## src/design/intel_hex_record_parser_unit_defines.svh

```systemverilog
// ---------------------------------------------------------------------------
// Intel HEX record parser assertion macros
// Shared concurrent assertion forms, clocked on clk and disabled in reset.
// ---------------------------------------------------------------------------
`ifndef INTEL_HEX_RECORD_PARSER_UNIT_DEFINES_SVH
`define INTEL_HEX_RECORD_PARSER_UNIT_DEFINES_SVH

// The consequent must hold in the same cycle as the antecedent.
`define IHEX_ASSERT_SAME(label, ante, cons, msg) \
	label: assert property (@(posedge clk) disable iff (!arst_n) (ante) |-> (cons)) \
		else $error(msg);

// The consequent must hold in the cycle after the antecedent.
`define IHEX_ASSERT_NEXT(label, ante, cons, msg) \
	label: assert property (@(posedge clk) disable iff (!arst_n) (ante) |=> (cons)) \
		else $error(msg);

`endif

```

## src/design/ihex_pkg.sv

```systemverilog
// ---------------------------------------------------------------------------
// Intel HEX record parser package
// Shared widths, result kinds, the result structure and the digit decoder.
// ---------------------------------------------------------------------------
`timescale 1ns / 1ps
`default_nettype none

package ihex_pkg;

	localparam int unsigned IDX_W = 16;

	localparam logic [1:0] KIND_DATA  = 2'd0;
	localparam logic [1:0] KIND_END   = 2'd1;
	localparam logic [1:0] KIND_NOEND = 2'd2;

	localparam logic [7:0] REC_DATA = 8'h00;
	localparam logic [7:0] REC_EOF  = 8'h01;

	localparam logic [7:0] CHAR_COLON = 8'h3A;
	localparam logic [7:0] CHAR_ZERO  = 8'h30;
	localparam logic [7:0] CHAR_NINE  = 8'h39;
	localparam logic [7:0] CHAR_LA    = 8'h61;
	localparam logic [7:0] CHAR_LF    = 8'h66;
	localparam logic [7:0] CHAR_UA    = 8'h41;
	localparam logic [7:0] CHAR_UF    = 8'h46;
	localparam logic [7:0] DIGIT_BAD  = 8'hFF;
	localparam logic [7:0] DIGIT_TEN  = 8'h0A;
	localparam logic [7:0] NIBBLE_MSK = 8'h0F;

	typedef struct packed {
		logic             valid;
		logic [1:0]       kind;
		logic [7:0]       data;
		logic [IDX_W-1:0] idx;
	} result_t;

	function automatic logic [7:0] hex_digit(input logic [7:0] c);
		logic [7:0] d;
		begin
			d = DIGIT_BAD;
			if (c >= CHAR_ZERO && c <= CHAR_NINE) begin
				d = (c - CHAR_ZERO) & NIBBLE_MSK;
			end else if (c >= CHAR_LA && c <= CHAR_LF) begin
				d = (c - CHAR_LA + DIGIT_TEN) & NIBBLE_MSK;
			end else if (c >= CHAR_UA && c <= CHAR_UF) begin
				d = (c - CHAR_UA + DIGIT_TEN) & NIBBLE_MSK;
			end
			return d;
		end
	endfunction

endpackage

`default_nettype wire

```

## src/design/ihex_core.sv

```systemverilog
// ---------------------------------------------------------------------------
// Intel HEX record parser core
// Record state machine; consumes one registered character per firing cycle.
// ---------------------------------------------------------------------------
`timescale 1ns / 1ps
`default_nettype none
`include "intel_hex_record_parser_unit_defines.svh"

module ihex_core (
	input  wire logic                     clk,
	input  wire logic                     arst_n,
	input  wire logic                     fire,
	input  wire logic [7:0]               char_in,
	input  wire logic                     end_of_input,
	input  wire logic [15:0]              buffer_length,
	output ihex_pkg::result_t             res
);

	localparam logic [3:0] PH_IDLE  = 4'd0;
	localparam logic [3:0] PH_COUNT = 4'd1;
	localparam logic [3:0] PH_ADDR  = 4'd2;
	localparam logic [3:0] PH_TYPE  = 4'd3;
	localparam logic [3:0] PH_DATA  = 4'd4;
	localparam logic [3:0] PH_CHECK = 4'd5;
	localparam logic [3:0] PH_DONE  = 4'd6;

	logic [3:0]                 phase_q, phase_d;
	logic [2:0]                 step_q, step_d;
	logic [3:0]                 first_q, first_d;
	logic [7:0]                 len_q, len_d;
	logic [7:0]                 left_q, left_d;
	logic [ihex_pkg::IDX_W-1:0] widx_q, widx_d;
	logic [7:0]                 digit;
	logic [7:0]                 byte_val;

	assign digit    = ihex_pkg::hex_digit(char_in);
	assign byte_val = {first_q, 4'h0} | digit;

	always_comb begin
		phase_d = phase_q;
		step_d  = step_q;
		first_d = first_q;
		len_d   = len_q;
		left_d  = left_q;
		widx_d  = widx_q;
		res     = '0;
		if (phase_q == PH_DONE) begin
			res.valid = 1'b0;
		end else if (end_of_input) begin
			phase_d   = PH_DONE;
			res.valid = fire;
			res.kind  = ihex_pkg::KIND_NOEND;
		end else begin
			case (phase_q)
				PH_ADDR: begin
					step_d = step_q + 3'd1;
					if (step_d >= 3'd4) begin
						step_d  = 3'd0;
						phase_d = PH_TYPE;
					end
				end
				PH_COUNT, PH_TYPE, PH_DATA, PH_CHECK: begin
					if (step_q == 3'd0) begin
						first_d = digit[3:0];
						step_d  = 3'd1;
					end else begin
						step_d = 3'd0;
						case (phase_q)
							PH_COUNT: begin
								len_d   = byte_val;
								phase_d = PH_ADDR;
							end
							PH_TYPE: begin
								if (byte_val == ihex_pkg::REC_DATA) begin
									left_d  = len_q;
									phase_d = (len_q != 8'd0) ? PH_DATA : PH_CHECK;
								end else if (byte_val == ihex_pkg::REC_EOF) begin
									phase_d   = PH_DONE;
									res.valid = fire;
									res.kind  = ihex_pkg::KIND_END;
								end else begin
									phase_d = PH_CHECK;
								end
							end
							PH_DATA: begin
								if (widx_q < buffer_length) begin
									res.valid = fire;
									res.kind  = ihex_pkg::KIND_DATA;
									res.data  = byte_val;
									res.idx   = widx_q;
								end
								widx_d = widx_q + {{(ihex_pkg::IDX_W-1){1'b0}}, 1'b1};
								left_d = left_q - 8'd1;
								if (left_d == 8'd0) begin
									phase_d = PH_CHECK;
								end
							end
							default: begin
								phase_d = PH_IDLE;
							end
						endcase
					end
				end
				default: begin
					step_d  = 3'd0;
					phase_d = (char_in == ihex_pkg::CHAR_COLON) ? PH_COUNT : PH_IDLE;
				end
			endcase
		end
	end

	always_ff @(posedge clk or negedge arst_n) begin
		if (!arst_n) begin
			phase_q <= PH_IDLE;
			step_q  <= 3'd0;
			first_q <= 4'd0;
			len_q   <= 8'd0;
			left_q  <= 8'd0;
			widx_q  <= '0;
		end else if (fire) begin
			phase_q <= phase_d;
			step_q  <= step_d;
			first_q <= first_d;
			len_q   <= len_d;
			left_q  <= left_d;
			widx_q  <= widx_d;
		end
	end

	`IHEX_ASSERT_NEXT(a_done_sticks, phase_q == PH_DONE, phase_q == PH_DONE,
		"parser left the finished state")
	`IHEX_ASSERT_SAME(a_data_in_range, res.valid && res.kind == ihex_pkg::KIND_DATA,
		phase_q == PH_DATA && res.idx < buffer_length, "data write outside buffer")
	`IHEX_ASSERT_SAME(a_step_range, 1'b1, step_q < 3'd4, "digit step out of range")

endmodule

`default_nettype wire

```

## src/design/intel_hex_record_parser_unit.sv

```systemverilog
// A result reaches the master side through the input register and the result register.
// Throughput: one character per cycle unless the master side stalls; the parse state
// advances once per consumed character. A stalled result holds in the output register
// while one more character waits in the input register. Reset clears the parse state,
// the write index and both valid flags, and sets buffer_length to 65535.
// ---------------------------------------------------------------------------
// Intel HEX record parser unit
// Stream top level with input register, parser core and result register.
// ---------------------------------------------------------------------------
`timescale 1ns / 1ps
`default_nettype none
`include "intel_hex_record_parser_unit_defines.svh"

module intel_hex_record_parser_unit (
	input  wire logic        clk,
	input  wire logic        arst_n,
	input  wire logic        buffer_length_we,
	input  wire logic [15:0] buffer_length_wdata,
	input  wire logic        s_axis_tvalid,
	output logic             s_axis_tready,
	input  wire logic [7:0]  s_axis_tdata,   // [7:0] char_in
	input  wire logic [0:0]  s_axis_tuser,   // [0] end_of_input
	output logic             m_axis_tvalid,
	input  wire logic        m_axis_tready,
	output logic [23:0]      m_axis_tdata,   // [7:0] data_byte, [23:8] buffer_index
	output logic [1:0]       m_axis_tuser    // [1:0] kind
);

	logic [15:0]       blen_q;
	logic              valid_s1;
	logic [7:0]        char_s1;
	logic              eoi_s1;
	logic              advance;
	logic              fire;
	logic              out_valid_q;
	logic [1:0]        kind_q;
	logic [7:0]        data_q;
	logic [15:0]       idx_q;
	ihex_pkg::result_t res;

	assign advance       = !out_valid_q || m_axis_tready;
	assign fire          = valid_s1 && advance;
	assign s_axis_tready = !valid_s1 || advance;

	always_ff @(posedge clk or negedge arst_n) begin
		if (!arst_n) begin
			blen_q <= 16'hFFFF;
		end else if (buffer_length_we) begin
			blen_q <= buffer_length_wdata;
		end
	end

	always_ff @(posedge clk or negedge arst_n) begin
		if (!arst_n) begin
			valid_s1 <= 1'b0;
		end else if (s_axis_tready) begin
			valid_s1 <= s_axis_tvalid;
		end
	end

	always_ff @(posedge clk) begin
		if (s_axis_tready && s_axis_tvalid) begin
			char_s1 <= s_axis_tdata;
			eoi_s1  <= s_axis_tuser[0];
		end
	end

	ihex_core u_core (
		.clk           (clk),
		.arst_n        (arst_n),
		.fire          (fire),
		.char_in       (char_s1),
		.end_of_input  (eoi_s1),
		.buffer_length (blen_q),
		.res           (res)
	);

	always_ff @(posedge clk or negedge arst_n) begin
		if (!arst_n) begin
			out_valid_q <= 1'b0;
		end else if (advance) begin
			out_valid_q <= res.valid;
		end
	end

	always_ff @(posedge clk) begin
		if (advance && res.valid) begin
			kind_q <= res.kind;
			data_q <= res.data;
			idx_q  <= res.idx;
		end
	end

	assign m_axis_tvalid = out_valid_q;
	assign m_axis_tdata  = {idx_q, data_q};
	assign m_axis_tuser  = kind_q;

	`IHEX_ASSERT_NEXT(a_s1_held, valid_s1 && !advance, valid_s1,
		"pending character dropped while output stalled")
	`IHEX_ASSERT_SAME(a_result_needs_input, res.valid, fire,
		"result produced without a consumed character")
	`IHEX_ASSERT_NEXT(a_out_held, m_axis_tvalid && !m_axis_tready, m_axis_tvalid,
		"stalled result dropped")

endmodule

`default_nettype wire

```

## config.mk

```make
export PLATFORM = sky130hd
export DESIGN_NAME = intel_hex_record_parser_unit
export DESIGN_NICKNAME = d
export VERILOG_FILES = /design/src/design/ihex_pkg.sv /design/src/design/ihex_core.sv /design/src/design/intel_hex_record_parser_unit.sv
export VERILOG_INCLUDE_DIRS = /design/src /design/src/design
export SDC_FILE = /design/constraint.sdc
export NUM_CORES = 1
export LEC_CHECK = 0
export BUFFER_PORTS_ARGS = -buffer_cell sky130_fd_sc_hd__buf_2
export CORE_UTILIZATION = 25
export DETAILED_ROUTE_END_ITERATION = 8
export HOLD_SLACK_MARGIN = 0.08
export RECOVER_POWER = 100
export SLEW_MARGIN = 30
export SYNTH_ARGS = -nofsm -noshare
export SYNTH_HDL_FRONTEND = slang
export SYNTH_SLANG_ARGS = --single-unit
```

## constraint.sdc

```tcl
create_clock -name clk -period 10.1 [get_ports clk]
set_input_delay 1.515 -clock clk [delete_from_list [all_inputs] [get_ports clk]]
set_output_delay 1.515 -clock clk [all_outputs]
set_load 0.02 [all_outputs]
```

# Word-level counts from Yosys, hierarchy flattened

Index checks and enable logic that the tools add are counted.

Register bits after elaboration: 96
Output and inout bits: 28
Logic and storage cells: 105

Add/subtract/negate cells: 8
Magnitude comparators: 8
Eq/ne operators: 12
Muxes and demuxes: 32
Bitwise gates (word level): 6
Reductions and logical operators: 24

Operators with widths:

| operator              | count |
|---|---|
| $mux 27               | 8 |
| $mux 8                | 4 |
| $mux 24               | 1 |
| $mux 4                | 5 |
| $add 16x1->16 const B | 1 |
| $ge 8x7->1 const B    | 2 |
| $le 8x7->1 const B    | 2 |
| $logic_not 8->1       | 2 |
| $lt 16x16->1          | 1 |
| $pmux 8 s2            | 1 |
| $eq 4x3->1 const B    | 3 |
| $mux 3                | 4 |
| $pmux 3 s2            | 2 |
| $pmux 4 s3            | 1 |
| $reduce_and 6->1      | 2 |
| $sub 4x1->4 const B   | 3 |
| $reduce_and 5->1      | 2 |
| $add 4x4->4 const B   | 2 |
| $eq 4x2->1 const B    | 2 |
| $eq 8x1->1 const B    | 1 |
| $eq 8x6->1 const B    | 1 |
| $ge 8x6->1 const B    | 1 |
| $le 8x6->1 const B    | 1 |
| $or 8x8->8            | 1 |
| 22 further kinds      | 37 |

# Depth between registers and ports, before layout

Word-level depth: 18
Depth in mapped cells: 10
Depth with buffers taken out: 8

# By module

Synthesis repeated with hierarchy kept, for this count alone.

Cell total of the unflattened synthesis: 421
Area total of the unflattened synthesis: 4824.6 um^2

By module, submodules not included:

| module                       | instances | cells each | area an instance (um^2) | sequential area each (um^2) |
|---|---|---|---|---|
| ihex_core                    | 1         | 343        | 3009.1                  | 1051.0 |
| intel_hex_record_parser_unit | 1         | 78         | 1815.5                  | 1521.5 |

# Least setup slack after synthesis

No wires, ideal clock.

Path kind: input-to-reg
Start point: in m_axis_tready
End point: reg data_q[0] (enable)
Arrival: 3.661 ns
Slack: 5.994 ns
Stages on the path: 3
Buffers on the path: 0
Path through: nand2b_1 -> nand2_1 -> o21ai_0

Longest elaborated chain between the ends: 14
Elaborated cells on any way between the ends: 16

RTL lines:

| element                | line                               | RTL |
|---|---|---|
| start: declaration     | intel_hex_record_parser_unit.sv:24 | `input wire logic m_axis_tready,` |
| $logic_or 1x1->1 (*)   | intel_hex_record_parser_unit.sv:41 | `assign advance = !out_valid_q \|\| m_axis_tready;` |
| $logic_and 1x1->1      | intel_hex_record_parser_unit.sv:42 | `assign fire = valid_s1 && advance;` |
| $mux 27                | ihex_core.sv:86                    | `if (widx_q < buffer_length) begin` |
| $mux 27                | ihex_core.sv:68                    | `case (phase_q)` |
| $mux 27                | --                                 |  |
| $mux 27                | ihex_core.sv:54                    | `case (phase_q)` |
| $mux 27                | ihex_core.sv:49                    | `end else if (end_of_input) begin` |
| $mux 27                | ihex_core.sv:47                    | `if (phase_q == PH_DONE) begin` |
| $pmux 3 s2             | ihex_core.sv:68                    |  |
| $mux 27                | ihex_core.sv:63                    | `if (step_q == 3'd0) begin` |
| $mux 27                | ihex_core.sv:54                    |  |
| $mux 3                 | ihex_core.sv:49                    |  |
| $mux 1                 | ihex_core.sv:47                    |  |
| $logic_and 1x1->1 (*)  | intel_hex_record_parser_unit.sv:87 | `if (advance && res.valid) begin` |
| end signal: assignment | intel_hex_record_parser_unit.sv:89 | `data_q <= res.data;` |
| end: declaration       | intel_hex_record_parser_unit.sv:37 | `logic [7:0] data_q;` |

Mark *: on every way between the ends. The rest lies on a longest branch, timed or not. The select of a mux whose other input is x is not followed.
A chain may end at the register's enable or synchronous reset.

==> impl_summary.log <==
[metrics] 1st-pass router iterations: 4
[metrics] overflow left after global routing: 0
[metrics] die extent in y: 141.2 um
[metrics] proportion of total power due to net switching: 0.3499
[metrics] clock period minus worst slack: 4.234 ns
[metrics] number of buffers on the longest clock path: 2
[metrics] top area cells in the synthesized netlist: sky130_fd_sc_hd__dfrtp_1, sky130_fd_sc_hd__edfxtp_1, sky130_fd_sc_hd__dfstp_2, sky130_fd_sc_hd__ha_1, sky130_fd_sc_hd__nand2_1
[metrics] total vias in the final route: 3387
[metrics] post-route design area: 5627 sq um
[metrics] global-route track usage on met1: 0.1398
[metrics] all-layer global routing usage: 0.1073
[metrics] slew at the pin with the worst max-slew slack: 3.301 ns
[metrics] combined area of all synthesized cells: 4841 sq um
[metrics] clock sink count: 95
[metrics] net load switching power: 0.0004192 W
[metrics] CTS Root Buffer Type: sky130_fd_sc_hd__clkbuf_16
[metrics] ANT nets after route: 0
[metrics] asr flop ratio synth: 0.6316
[metrics] Final Hold Slack: 0.5168 ns
[metrics] register-to-register path setup slack: 5.91 ns
[metrics] final count of hold timing violations: 0
[metrics] H-tree depth: 3
[metrics] total setup violations reported at the end of the flow: 0
[metrics] area enclosed by the die boundary: 19920 sq um
[metrics] slew margin rel.: -1.200
[metrics] highest-utilization routing layer at the global route stage: met2
[metrics] endpoint type of the worst setup path: asynchronous set/reset pin
[metrics] share of power burned in combinational logic: 0.261
[metrics] initial drt markers: 196
[metrics] Reg2Reg Capture Point: idx_q[2]
[metrics] ratio of routed vias to standard cells: 4.387
[metrics] power density of the placed cells: 212.9 nW/um^2
[metrics] register area: 2572 sq um
[metrics] synthesized area divided by synthesized cell count: 10.69 sq um
[metrics] max incr delay on CP: 2.32 ns
[metrics] total number of nets in the final design: 561
[metrics] Layout Skew: 0.007205 ns
[metrics] worst r2r src: u_core.phase_q[0]
[metrics] RSZ-0062 raised after global routing: no
[metrics] Hold-fix buffers, CTS: 0
[metrics] master of the slowest instance on the critical path: sky130_fd_sc_hd__clkbuf_1
[metrics] number of buffers inserted by port buffering: 57
[metrics] residual DRC count: 0
[metrics] fraction of power consumed by sequential logic: 0.450
[metrics] Required @ worst endpoint: 9.81 ns
[metrics] arrival time reported for the critical path endpoint: 3.94 ns
[metrics] clock-pin transition on the worst setup and hold timing paths: 0.07 ns
[metrics] overall power: 0.001198 W
[metrics] I/O pin cnt: 58
[metrics] crit path buf inv count: 2
[metrics] global-route wire length before repair: 16700 um
[metrics] largest voltage drop on the vdd net: 0.1184 mV
[metrics] launch point of the worst hold path: blen_q[11]
[metrics] Cell Rows: 50
[metrics] number of placed cells counting well taps: 756
[metrics] HPWL Detailed: 7276 um
[metrics] post-synth top area share: 0.2274
[metrics] part of the cycle the worst path needs: 0.4192
[metrics] placed inst area: 5400 sq um
[metrics] EDFF count, synth: 35
[metrics] achievable clock frequency: 236.2 MHz
[metrics] TritonCTS clock tree: done
[metrics] Multi-input gate area: 2033 sq um
[metrics] delay-heaviest family, CP: buffers and inverters
[metrics] violated checks: max-capacitance violations, max-slew violations
[metrics] number of warning messages in the yosys log: 0
[metrics] total of flip-flops plus latches after synthesis: 95
[metrics] GR met2 Demand/Resource: 0.1722
[metrics] Distinct cells, synth: 65
[metrics] number of gates resized after CTS: 0
[metrics] Power Internal: 0.0007788 W
[metrics] Hold Crit Class: reg2reg
[metrics] clock latency reported for the late side of the worst-skew pair: 0.35 ns
[metrics] depth of the worst register-to-register path: 7
[metrics] initial antenna violation count: 0
[metrics] effective utilization at floorplan: 0.2571
[metrics] GPL Wtd Cong: 0.8111
[metrics] fill cell instance count of the final layout: 1966
[metrics] Max FO, Critical Path: 60
[metrics] WS Path Type: in2async
[metrics] synth-to-layout area growth: 16.23%
[metrics] post-synthesis cell count: 453
[metrics] antenna fix cells: 0
[metrics] share of final-layout standard cells stronger than drive strength 1: 0.1484
[metrics] met3 GRT Util: 0.02921
[metrics] Seq/Total Area, Yosys: 0.5314
[metrics] buffers inserted by post-CTS timing repair: 0
[metrics] worst hold path endpoint: blen_q[11]
[metrics] Post-Syn Nets: 507
[metrics] count of final max-slew check failures: 61
[metrics] post-route non-filler standard cell count: 772
[metrics] maxcap violations: 1
[metrics] outcome: complete, but fails checks
[metrics] standard cell core area: 18830 sq um
[metrics] critical path cell sequence: buf_2, clkbuf_1
[metrics] dominant synthesized flop cell: sky130_fd_sc_hd__dfrtp_1
[metrics] total wire length: 10070 um
[metrics] cell leakage power: 2.341 nW
[metrics] instance count along the most critical hold path: 2
[metrics] Num CTS Buffers: 9
[metrics] Die X: 141.2 um
[metrics] proportion of power drawn by the clock network: 0.289
[metrics] vias in the first global route: 3316
[metrics] category of the worst setup path launch point: primary input
[metrics] average routed wire per standard cell: 13.04 um
[metrics] maximum number of pins on one net before global-route repair: 61
[metrics] aggregate negative setup slack: 0 ns
[metrics] library cell occupying the most area in the post-synthesis netlist: sky130_fd_sc_hd__dfrtp_1
synthesized netlist by cell type (all sizes together) (15+ instances only):
cell type,instances
o21ai,35
a21oi,19
ha,24
dfstp,16
dfrtp,44
nor3,15
edfxtp,35
inv,35
nand2,45
nor2,30
and2,22
how the worst max path moves through the flow:
stage,startpoint,endpoint,slack [ns],cells after the start
final,arst_n,u_core.first_q[2],5.87,2
after global routing,arst_n,u_core.first_q[2],5.17,2
after CTS,m_axis_tready,s_axis_tready,6.29,4
after detailed placement,m_axis_tready,s_axis_tready,6.30,4
after global placement,m_axis_tready,s_axis_tready,6.30,4
after floorplan,m_axis_tready,data_q[0],5.99,3
cell usage in the layout, fill, tap and decap left out, drive strengths merged, types with 3 or more instances in the layout:
cell / instances
nand3: 11
mux2i: 3
nor2: 30
mux2: 3
or2: 4
dfrtp: 44
nand4: 11
xnor2: 10
ha: 24
a21oi: 19
xor2: 10
o21ai: 35
nand2b: 4
nor4: 4
nand2: 45
nor3: 15
o22ai: 7
a31oi: 3
edfxtp: 35
dfstp: 16
buf: 28
and2: 22
o211ai: 5
clkbuf: 41
and3: 6
inv: 38
area by class of cell:
class | instances | share of cell area
clock buffers | 9 | 0.04003
clock inverters | 7 | 0.01401
inverters | 35 | 0.02335
multi-input cells | 306 | 0.3614
flip-flops and latches | 95 | 0.4572
well taps | 260 | 0.05782
repair buffers | 60 | 0.04625
per-layer routing:
metal / vias up / share of wire / wire [um]
li1: 1713 / - / -
met1: 1581 / 0.48 / 4825
met2: 80 / 0.46 / 4623
met3: 13 / 0.047 / 475
met4: 0 / 0.014 / 144
met5: - / 0 / 0
worst reg2reg max path, stage by stage (launching register included):
cell	delay, ns
sky130_fd_sc_hd__dfrtp_1	0.51
sky130_fd_sc_hd__nand3b_1	0.69
sky130_fd_sc_hd__a2111oi_0	0.64
sky130_fd_sc_hd__o41ai_2	0.17
sky130_fd_sc_hd__clkbuf_1	0.30
sky130_fd_sc_hd__o22a_1	0.31
sky130_fd_sc_hd__o21ai_0	0.08
sky130_fd_sc_hd__clkbuf_1	1.06
state kept, by name (all words and copies together) (netlist names), 2 cells and up:
name            cells
blen_q             16
char_s1             8
data_q              8
idx_q              16
m_axis_tuser        2
u_core.first_q      4
u_core.left_q       8
u_core.len_q        8
u_core.phase_q      3
u_core.step_q       3
u_core.widx_q      16
power by group through the flow:
| stage | logic (W) | registers [W] | clock network [W] |
|---|---|---|---|
| 5_1_grt | 0.000353 | 0.000550 | 0.000370 |
| 4_1_cts | 0.000332 | 0.000540 | 0.000355 |
| 3_5_place_dp | 0.000331 | 0.000546 | 0 |
| 3_3_place_gp | 0.000325 | 0.000546 | 0 |
| 2_1_floorplan | 0.000228 | 0.000549 | 0 |
| 6_report | 0.000312 | 0.000539 | 0.000346 |
metrics by stage:
step | util | setup slack (ns)
floorplan | - | 5.994
global placement | 0.2868 | 6.303
detailed placement | 0.2868 | 6.296
CTS | 0.3029 | 6.293
global route | 0.2988 | 5.165
finish | 0.2988 | 5.866
cell families (layout without fill, tap and decap cells):
logic type / count (synthesis) / after routing / synth area share
mux: 6 / 6 / 0.01396
xor+xnor: 20 / 20 / 0.03618
flops: 95 / 95 / 0.5314
simple gates: 168 / 168 / 0.1874
buf+inv: 52 / 111 / 0.04316
fa+ha+maj: 24 / 24 / 0.06203
compound gates: 88 / 88 / 0.1259
(Power assumes the default switching activity.)
